--- config.mk ---
export PLATFORM = sky130hd
export DESIGN_NAME = utf8_word_tokenizer_top
export DESIGN_NICKNAME = d
export VERILOG_FILES = /design/src/hdl/utk_pkg.sv /design/src/hdl/utk_utf8_dec.sv /design/src/hdl/utk_word_cls.sv /design/src/hdl/utk_res_queue.sv /design/src/hdl/utf8_word_tokenizer_top.sv
export SDC_FILE = /design/constraint.sdc
export NUM_CORES = 1
export LEC_CHECK = 0
export BUFFER_PORTS_ARGS = -buffer_cell sky130_fd_sc_hd__buf_4
export CORE_ASPECT_RATIO = 0.8
export CORE_MARGIN = 3
export CORE_UTILIZATION = 60
export DETAILED_ROUTE_END_ITERATION = 16
export GPL_TIMING_DRIVEN = 0
export HOLD_SLACK_MARGIN = 0.08
export PLACE_DENSITY = 0.79
export SLEW_MARGIN = 20
export SYNTH_ARGS = -nofsm -noshare
export SYNTH_HDL_FRONTEND = slang
export SYNTH_SLANG_ARGS = --single-unit
export TNS_END_PERCENT = 10
--- constraint.sdc ---
create_clock -name clk -period 8.4 [get_ports clk]
set_input_delay 0.42 -clock clk [delete_from_list [all_inputs] [get_ports clk]]
set_output_delay 0.42 -clock clk [all_outputs]
set_load 0.01 [all_outputs]
--- src/hdl/utk_pkg.sv ---
`timescale 1ns / 1ps
// ----------------------------------------------------------------------------
// utk_pkg
// Shared types, constants and helper functions for the UTF-8 word tokenizer.
// ----------------------------------------------------------------------------
package utk_pkg;

  localparam int CP_W    = 21;
  localparam int CNT_W   = 12;
  localparam int LEN_W   = 3;
  localparam int QDEPTH  = 3;
  localparam int QIDX_W  = 2;

  localparam logic [CP_W-1:0]  REPLACEMENT_CP = 21'h00FFFD;
  localparam logic [CP_W-1:0]  CYR_LO         = 21'h000400;
  localparam logic [CP_W-1:0]  CYR_HI         = 21'h00052F;
  localparam logic [CNT_W-1:0] LIMIT_RST      = 12'd1024;

  localparam logic [7:0] CONT_MASK = 8'hC0;
  localparam logic [7:0] CONT_TAG  = 8'h80;

  localparam logic [LEN_W-1:0] LEN_BAD = 3'd0;
  localparam logic [LEN_W-1:0] LEN_ONE = 3'd1;
  localparam logic [LEN_W-1:0] LEN_TWO = 3'd2;

  typedef struct packed {
    logic             vld;
    logic [CP_W-1:0]  cp;
    logic             err;
    logic [LEN_W-1:0] len;
  } dec_slot_t;

  typedef struct packed {
    dec_slot_t s0;
    dec_slot_t s1;
    logic      eot;
  } dec_out_t;

  typedef struct packed {
    logic [CP_W-1:0]  code_point;
    logic             decode_error;
    logic             is_word_char;
    logic             kept_in_word;
    logic             word_done;
    logic [CNT_W-1:0] word_bytes;
    logic             word_has_cyrillic;
    logic             last;
  } result_t;

  typedef struct packed {
    logic [1:0] cnt;
    result_t    first;
    result_t    second;
  } res_pair_t;

  typedef struct packed {
    result_t          res;
    logic [CNT_W-1:0] cnt;
    logic             cyr;
  } word_step_t;

  function automatic logic [LEN_W-1:0] lead_length(input logic [7:0] b);
    logic [LEN_W-1:0] len;
    if (b < 8'h80)      len = 3'd1;
    else if (b < 8'hC0) len = 3'd0;
    else if (b < 8'hE0) len = 3'd2;
    else if (b < 8'hF0) len = 3'd3;
    else if (b < 8'hF8) len = 3'd4;
    else                len = 3'd0;
    return len;
  endfunction

  function automatic logic in_cyrillic(input logic [CP_W-1:0] cp);
    return (cp >= CYR_LO) && (cp <= CYR_HI);
  endfunction

  function automatic logic word_class(input logic [CP_W-1:0] cp);
    logic wc;
    wc = ((cp >= 21'h30) && (cp <= 21'h39)) ||
         ((cp >= 21'h41) && (cp <= 21'h5A)) ||
         ((cp >= 21'h61) && (cp <= 21'h7A)) ||
         in_cyrillic(cp);
    return wc;
  endfunction

endpackage

--- src/hdl/utk_utf8_dec.sv ---
`timescale 1ns / 1ps
// ----------------------------------------------------------------------------
// utk_utf8_dec
// Byte-serial UTF-8 decoder: sequence state registers and up to two decoded
// slots per byte (replacement for a broken sequence, then the byte's own).
// ----------------------------------------------------------------------------
module utk_utf8_dec
  import utk_pkg::*;
(
  input  logic       clk,
  input  logic       rst_n,
  input  logic       fire,
  input  logic [7:0] data_byte,
  input  logic       end_of_text,
  output dec_out_t   dec
);

  logic [LEN_W-1:0] exp_r, exp_nxt;
  logic [LEN_W-1:0] got_r, got_nxt;
  logic [CP_W-1:0]  part_r, part_nxt;

  logic [LEN_W-1:0] lead_len;
  logic             lead_multi;
  dec_slot_t        lead_slot;
  logic [CP_W-1:0]  lead_part;
  logic [CP_W-1:0]  cont_part;
  logic [LEN_W-1:0] cont_got;

  always_comb begin
    lead_len   = lead_length(data_byte);
    lead_multi = (lead_len >= LEN_TWO);
    lead_slot  = '0;
    if (lead_len == LEN_BAD) begin
      lead_slot = '{vld: 1'b1, cp: REPLACEMENT_CP, err: 1'b1, len: LEN_ONE};
    end else if (lead_len == LEN_ONE) begin
      lead_slot = '{vld: 1'b1, cp: {13'd0, data_byte}, err: 1'b0, len: LEN_ONE};
    end else if (end_of_text) begin
      lead_slot = '{vld: 1'b1, cp: REPLACEMENT_CP, err: 1'b1, len: LEN_ONE};
    end
    case (lead_len)
      3'd2:    lead_part = {16'd0, data_byte[4:0]};
      3'd3:    lead_part = {17'd0, data_byte[3:0]};
      default: lead_part = {18'd0, data_byte[2:0]};
    endcase
    cont_part = {part_r[CP_W-7:0], data_byte[5:0]};
    cont_got  = got_r + LEN_ONE;
  end

  always_comb begin
    dec      = '0;
    dec.eot  = end_of_text;
    exp_nxt  = exp_r;
    got_nxt  = got_r;
    part_nxt = part_r;
    if (exp_r == '0) begin
      dec.s1 = lead_slot;
      if (lead_multi) begin
        exp_nxt  = lead_len;
        got_nxt  = LEN_ONE;
        part_nxt = lead_part;
      end
    end else if ((data_byte & CONT_MASK) == CONT_TAG) begin
      if (cont_got >= exp_r) begin
        dec.s1   = '{vld: 1'b1, cp: cont_part, err: 1'b0, len: exp_r};
        exp_nxt  = '0;
        got_nxt  = '0;
        part_nxt = '0;
      end else if (end_of_text) begin
        dec.s1   = '{vld: 1'b1, cp: REPLACEMENT_CP, err: 1'b1, len: cont_got};
        exp_nxt  = '0;
        got_nxt  = '0;
        part_nxt = '0;
      end else begin
        got_nxt  = cont_got;
        part_nxt = cont_part;
      end
    end else begin
      dec.s0   = '{vld: 1'b1, cp: REPLACEMENT_CP, err: 1'b1, len: got_r};
      dec.s1   = lead_slot;
      exp_nxt  = '0;
      got_nxt  = '0;
      part_nxt = '0;
      if (lead_multi) begin
        exp_nxt  = lead_len;
        got_nxt  = LEN_ONE;
        part_nxt = lead_part;
      end
    end
    if (end_of_text) begin
      exp_nxt  = '0;
      got_nxt  = '0;
      part_nxt = '0;
    end
  end

  always_ff @(posedge clk) begin
    if (!rst_n) begin
      exp_r  <= '0;
      got_r  <= '0;
      part_r <= '0;
    end else if (fire) begin
      exp_r  <= exp_nxt;
      got_r  <= got_nxt;
      part_r <= part_nxt;
    end
  end

endmodule

--- src/hdl/utk_word_cls.sv ---
`timescale 1ns / 1ps
// ----------------------------------------------------------------------------
// utk_word_cls
// Word classifier: running kept byte count and Cyrillic flag, applied to the
// decoded slots of one byte in order, with end-of-text close.
// ----------------------------------------------------------------------------
module utk_word_cls
  import utk_pkg::*;
(
  input  logic             clk,
  input  logic             rst_n,
  input  logic             fire,
  input  logic [CNT_W-1:0] limit,
  input  dec_out_t         dec,
  output res_pair_t        pair
);

  logic [CNT_W-1:0] cnt_r, cnt_nxt;
  logic             cyr_r, cyr_nxt;

  word_step_t       st0, st1;
  logic [CNT_W-1:0] mid_cnt;
  logic             mid_cyr;
  logic [CNT_W-1:0] end_cnt;
  logic             end_cyr;

  function automatic word_step_t step(input dec_slot_t s, input logic [CNT_W-1:0] c,
                                      input logic f, input logic [CNT_W-1:0] lim);
    word_step_t o;
    logic [CNT_W:0] sum;
    o     = '0;
    sum   = {1'b0, c} + {{(CNT_W+1-LEN_W){1'b0}}, s.len};
    o.res.code_point   = s.cp;
    o.res.decode_error = s.err;
    o.res.is_word_char = word_class(s.cp);
    o.cnt = c;
    o.cyr = f;
    if (o.res.is_word_char) begin
      if (sum < {1'b0, lim}) begin
        o.res.kept_in_word = 1'b1;
        o.cnt = sum[CNT_W-1:0];
        o.cyr = f | in_cyrillic(s.cp);
      end
      o.res.word_bytes        = o.cnt;
      o.res.word_has_cyrillic = o.cyr;
    end else begin
      o.res.word_bytes        = c;
      o.res.word_has_cyrillic = f;
      o.res.word_done         = (c != '0);
      o.cnt = '0;
      o.cyr = 1'b0;
    end
    return o;
  endfunction

  always_comb begin
    st0     = step(dec.s0, cnt_r, cyr_r, limit);
    mid_cnt = dec.s0.vld ? st0.cnt : cnt_r;
    mid_cyr = dec.s0.vld ? st0.cyr : cyr_r;
    st1     = step(dec.s1, mid_cnt, mid_cyr, limit);
    end_cnt = dec.s1.vld ? st1.cnt : mid_cnt;
    end_cyr = dec.s1.vld ? st1.cyr : mid_cyr;

    pair = '0;
    if (dec.s0.vld && dec.s1.vld) begin
      pair.cnt    = 2'd2;
      pair.first  = st0.res;
      pair.second = st1.res;
      pair.second.last = 1'b1;
      pair.second.word_done = st1.res.word_done | (dec.eot && (end_cnt != '0));
    end else if (dec.s0.vld || dec.s1.vld) begin
      pair.cnt   = 2'd1;
      pair.first = dec.s0.vld ? st0.res : st1.res;
      pair.first.last = 1'b1;
      pair.first.word_done = pair.first.word_done | (dec.eot && (end_cnt != '0));
    end

    cnt_nxt = dec.eot ? '0 : end_cnt;
    cyr_nxt = dec.eot ? 1'b0 : end_cyr;
  end

  always_ff @(posedge clk) begin
    if (!rst_n) begin
      cnt_r <= '0;
      cyr_r <= 1'b0;
    end else if (fire) begin
      cnt_r <= cnt_nxt;
      cyr_r <= cyr_nxt;
    end
  end

endmodule

--- src/hdl/utk_res_queue.sv ---
`timescale 1ns / 1ps
// ----------------------------------------------------------------------------
// utk_res_queue
// Three-entry result queue: takes up to two results per cycle while room is
// high, hands one result per beat to the output port.
// ----------------------------------------------------------------------------
module utk_res_queue
  import utk_pkg::*;
(
  input  logic      clk,
  input  logic      rst_n,
  input  logic      push,
  input  res_pair_t pair,
  input  logic      pop,
  output logic      room,
  output logic      head_vld,
  output result_t   head
);

  result_t    q_r   [QDEPTH];
  result_t    q_nxt [QDEPTH];
  logic [1:0] cnt_r, cnt_nxt;
  logic [1:0] cnt_left;
  logic [QIDX_W-1:0] wr0, wr1;

  always_comb begin
    q_nxt    = q_r;
    cnt_left = cnt_r - {1'b0, pop};
    if (pop) begin
      q_nxt[0] = q_r[1];
      q_nxt[1] = q_r[2];
    end
    wr0 = cnt_left[QIDX_W-1:0];
    wr1 = cnt_left[QIDX_W-1:0] + 2'd1;
    cnt_nxt = cnt_left;
    if (push) begin
      if (pair.cnt != 2'd0) q_nxt[wr0] = pair.first;
      if (pair.cnt == 2'd2) q_nxt[wr1] = pair.second;
      cnt_nxt = cnt_left + pair.cnt;
    end
  end

  always_ff @(posedge clk) begin
    if (!rst_n) begin
      cnt_r <= '0;
    end else begin
      cnt_r <= cnt_nxt;
    end
  end

  always_ff @(posedge clk) begin
    q_r <= q_nxt;
  end

  assign room     = (cnt_r <= 2'd1);
  assign head_vld = (cnt_r != 2'd0);
  assign head     = q_r[0];

endmodule

--- src/hdl/utf8_word_tokenizer_top.sv ---
`timescale 1ns / 1ps
// ----------------------------------------------------------------------------
// utf8_word_tokenizer_top
// UTF-8 decoder with word tokenizer: one text byte in per beat, zero to two
// classified code point results out per byte.
// ----------------------------------------------------------------------------
// The block takes one byte per clock while in_tready is high (the queue holds
// at most one result). Decode and word classification finish in the cycle the
// byte is accepted and results land in the three-entry result queue, so a byte
// giving one result passes at one byte per cycle while out_tready is high. A
// byte giving two results (a broken sequence, then a new lead) needs two output
// beats, since the output port moves one result per cycle. Bytes that only start
// a multi-byte sequence give no result. cfg_wr_data sets the word byte limit
// (reset 1024); the user must write it only while the block is idle, unchecked.
module utf8_word_tokenizer_top
  import utk_pkg::*;
(
  input  logic             clk,
  input  logic             rst_n,
  input  logic             cfg_wr_en,
  input  logic [CNT_W-1:0] cfg_wr_data,
  input  logic             in_tvalid,
  output logic             in_tready,
  input  logic [7:0]       in_tdata,   // [7:0] data_byte
  input  logic             in_tlast,   // end_of_text
  output logic             out_tvalid,
  input  logic             out_tready,
  // [20:0] code_point, [21] kept_in_word, [22] word_done, [34:23] word_bytes,
  // [35] word_has_cyrillic, [39:36] zero
  output logic [39:0]      out_tdata,
  output logic [1:0]       out_tuser,  // [0] decode_error, [1] is_word_char
  output logic             out_tlast   // last
);

  logic [CNT_W-1:0] limit_r;
  logic             in_fire;
  logic             out_fire;
  logic             room;
  dec_out_t         dec;
  res_pair_t        pair;
  result_t          head;

  always_ff @(posedge clk) begin
    if (!rst_n) begin
      limit_r <= LIMIT_RST;
    end else if (cfg_wr_en) begin
      limit_r <= cfg_wr_data;
    end
  end

  assign in_tready = room;
  assign in_fire   = in_tvalid & room;
  assign out_fire  = out_tvalid & out_tready;

  utk_utf8_dec u_dec (
    .clk         (clk),
    .rst_n       (rst_n),
    .fire        (in_fire),
    .data_byte   (in_tdata),
    .end_of_text (in_tlast),
    .dec         (dec)
  );

  utk_word_cls u_word (
    .clk   (clk),
    .rst_n (rst_n),
    .fire  (in_fire),
    .limit (limit_r),
    .dec   (dec),
    .pair  (pair)
  );

  utk_res_queue u_queue (
    .clk      (clk),
    .rst_n    (rst_n),
    .push     (in_fire),
    .pair     (pair),
    .pop      (out_fire),
    .room     (room),
    .head_vld (out_tvalid),
    .head     (head)
  );

  assign out_tdata = {4'd0, head.word_has_cyrillic, head.word_bytes, head.word_done,
                      head.kept_in_word, head.code_point};
  assign out_tuser = {head.is_word_char, head.decode_error};
  assign out_tlast = head.last;

endmodule

==> flow_summary.json <==
{
  "h-tree-depth": 4,
  "track_usage_pct": 36.5,
  "die_y_um": 124,
  "cp_max_fo": 10,
  "numCtsBuffers": 17,
  "relSlewSlack_pct": 21.1,
  "async_reset_ff_share_pct": 0,
  "crit_buf_inv": 4,
  "outcome": "finished, final reports clean",
  "ys_seq_area_share_pct": 35.4,
  "clock_skew_ps": 16.6,
  "grt_pass1_wl_um": 54400,
  "worst_slew_pin_slew_ps": 1180,
  "dp_hpwl_um": 26400,
  "clockRootBuffer": "clkbuf_16",
  "worstSetupEndpointType": "flip-flop",
  "regArea_um2": 3690,
  "grt_pass1_vias": 9607,
  "synth_edf_count": 39,
  "final_cell_mix": "nand2_1 (186), nor2_1 (130), dfxtp_1 (126)",
  "irDropWorstVdd_mv": 0.188,
  "cp_slowest_cell": "nor4bb_2",
  "detail-route-antenna-nets": 0,
  "avgSynthCellArea_um2": 8.16,
  "synth_seq_cells": 165,
  "wl_per_cell_um": 22.4,
  "r2r_end": "u_queue.q_r[14]",
  "cts_sinks": 165,
  "arrival_ps": 8070,
  "drv_cap": 0,
  "worstHoldStart": "cfg_wr_data[10]",
  "area_growth_syn_to_layout_pct": 13.4,
  "final_common_cell": "nand2_1",
  "overflow": 0,
  "cts_resized": 0,
  "coreArea_um2": 16800,
  "clk_latency_ps": 450,
  "post_cts_buffers": 0,
  "yosys_warnings": 0,
  "die_x_um": 154,
  "nFillCells": 1420,
  "fin_cells": 1597,
  "r2r-start": "u_dec.got_r[0]",
  "maxSlewViolCount": 0,
  "cp_top_family": "compound AO/OA/AOI/OAI gates",
  "clkTransAtPathRegs_ps": 70,
  "syn_area_um2": 10400,
  "cts_tree": "done",
  "antenna_found_initial": 0,
  "fmax_ghz": 0.127,
  "rr_worst_depth": 29,
  "ys_types": 90,
  "port_buffers": 61,
  "vias": 10746,
  "drt-total-wl_um": 35800,
  "setup_viol": 0,
  "reg2reg_slack_ps": 500,
  "synthCells": 1280,
  "p_leak_uw": 0.00478,
  "placementRows": 42,
  "holdPathStages": 3,
  "multi_input_area_um2": 5930,
  "synth_ff_type": "dfxtp_1",
  "dp_cells": 1565,
  "whs_endpoint": "limit_r[10]",
  "gp_congestion": 0.971,
  "crit_path_start_kind": "flip-flop",
  "drt_iter0_markers": 1908,
  "fin_crit_ps": 7900,
  "final_hold_viol_count": 0,
  "start_util_pct": 62.1,
  "grt_max_degree": 33,
  "antenna_cells": 0,
  "required_ps": 8570,
  "whs_ps": 188,
  "p_per_area_nw_per_um2": 334,
  "period_share_pct": 94.1,
  "hold_class": "in2reg",
  "dr.pass1.iters": 6,
  "fin_setup_tns_ps": 0,
  "cp_common_cell": "ha_1",
  "nets": 1414,
  "pin_count": 71,
  "timing_worst_setup_path_type": "reg2reg",
  "drive_gt1_share_pct": 13.4,
  "vias_per_cell": 6.73,
  "rsz0062_at_grt": "false",
  "cts_buffer_depth": 2,
  "cts_hold_buf": 0,
  "cpPeakStageDelay_ps": 550,
  "die-area_um2": 19000,
  "drc_errors": 0
}
==> sequential cells by signal, indices dropped and copies added (netlist names) <==
name / cells
u_queue.q_r: 78
u_dec.part_r: 15
u_queue.head: 39
u_dec.exp_r: 3
u_queue.cnt_r: 2
u_word.cnt_r: 12
u_dec.got_r: 3
u_word.cyr_r: 1
limit_r: 12
==> synth_stat cells (20+ instances only) <==
master    number  share of area [%]
inv_1         27               0.97
dfxtp_1      126                 24
o22ai_1       65                3.9
a21oi_1       87                4.2
ha_1          23                2.8
o21ai_0       56                2.7
clkbuf_1      68                2.4
a21o_1        20                1.4
edfxtp_1      39                 11
mux2i_1       63                6.0
a22oi_1       37                2.7
nand2_1      186                6.7
buf_4         45                3.2
nor2_1       130                4.7
==> worst max-delay path by stage <==
stage / from / cells past startpoint / slack (ps) / end
2_1_floorplan: u_dec.got_r[0] / 31 / 2360 / u_queue.q_r[14]
3_3_place_gp: u_dec.got_r[0] / 29 / 830 / u_queue.q_r[14]
3_5_place_dp: u_dec.got_r[0] / 29 / 760 / u_queue.q_r[14]
4_1_cts: u_dec.got_r[0] / 29 / 740 / u_queue.q_r[14]
5_1_grt: u_dec.got_r[0] / 29 / 170 / u_queue.q_r[14]
6_report: u_dec.got_r[0] / 29 / 500 / u_queue.q_r[14]
==> tightest hold or removal path, delay by kind of cell <==
| kind | cells | cell delay, ps |
|---|---|---|
| buffers and inverters | 1 | 70 |
| AOI/OAI and AO/OA | 1 | 60 |
| and+or+nand+nor | 1 | 40 |
==> area by class of cell <==
type | count | area share [%]
sequential | 165 | 31.2
buffer | 136 | 6.03
tap | 220 | 2.32
clock inverter | 15 | 1.78
multi-input combinational | 950 | 50.0
inverter | 32 | 1.01
clock buffer | 17 | 3.59
timing repair buffer | 62 | 4.03
==> metal layers <==
layer  track usage, %  part of all wire (%)  vias to the layer above
met5                0                     0                        -
met2             51.5                    40                      877
met3             12.6                    16                      101
met1             52.1                    41                     4959
met4             12.5                   3.1                        0
li1                 -                     -                     4809
==> report_power, final <==
group,internal [uW],switching (uW)
logic,716,1070
clock network,483,384
registers,1140,158
==> per-stage QoR <==
step | area [um2] | setup WS [ps] | util, % | power (uW)
floorplan | 10500 | 2360 | - | 2460
global placement | 11200 | 826 | 66.5 | 2980
detailed placement | 11200 | 756 | 66.7 | 3030
CTS | 11800 | 745 | 70.4 | 3890
global route | 11800 | 168 | 70.4 | 4130
finish | 11800 | 497 | 70.4 | 3960
==> kinds of logic (layout without fill, tap and decap cells) <==
logic type	count (synthesis)	count (layout)	share of synthesized area, %
fa+ha+maj	24	24	2.95
buf+inv	168	262	7.98
mux	63	63	6.04
flops	165	165	35.4
compound gates	404	404	26.7
simple gates	432	432	19.0
xor+xnor	23	23	1.93
other cells	1	4	0.0359
Note: power is estimated with default switching activity, not from simulation.
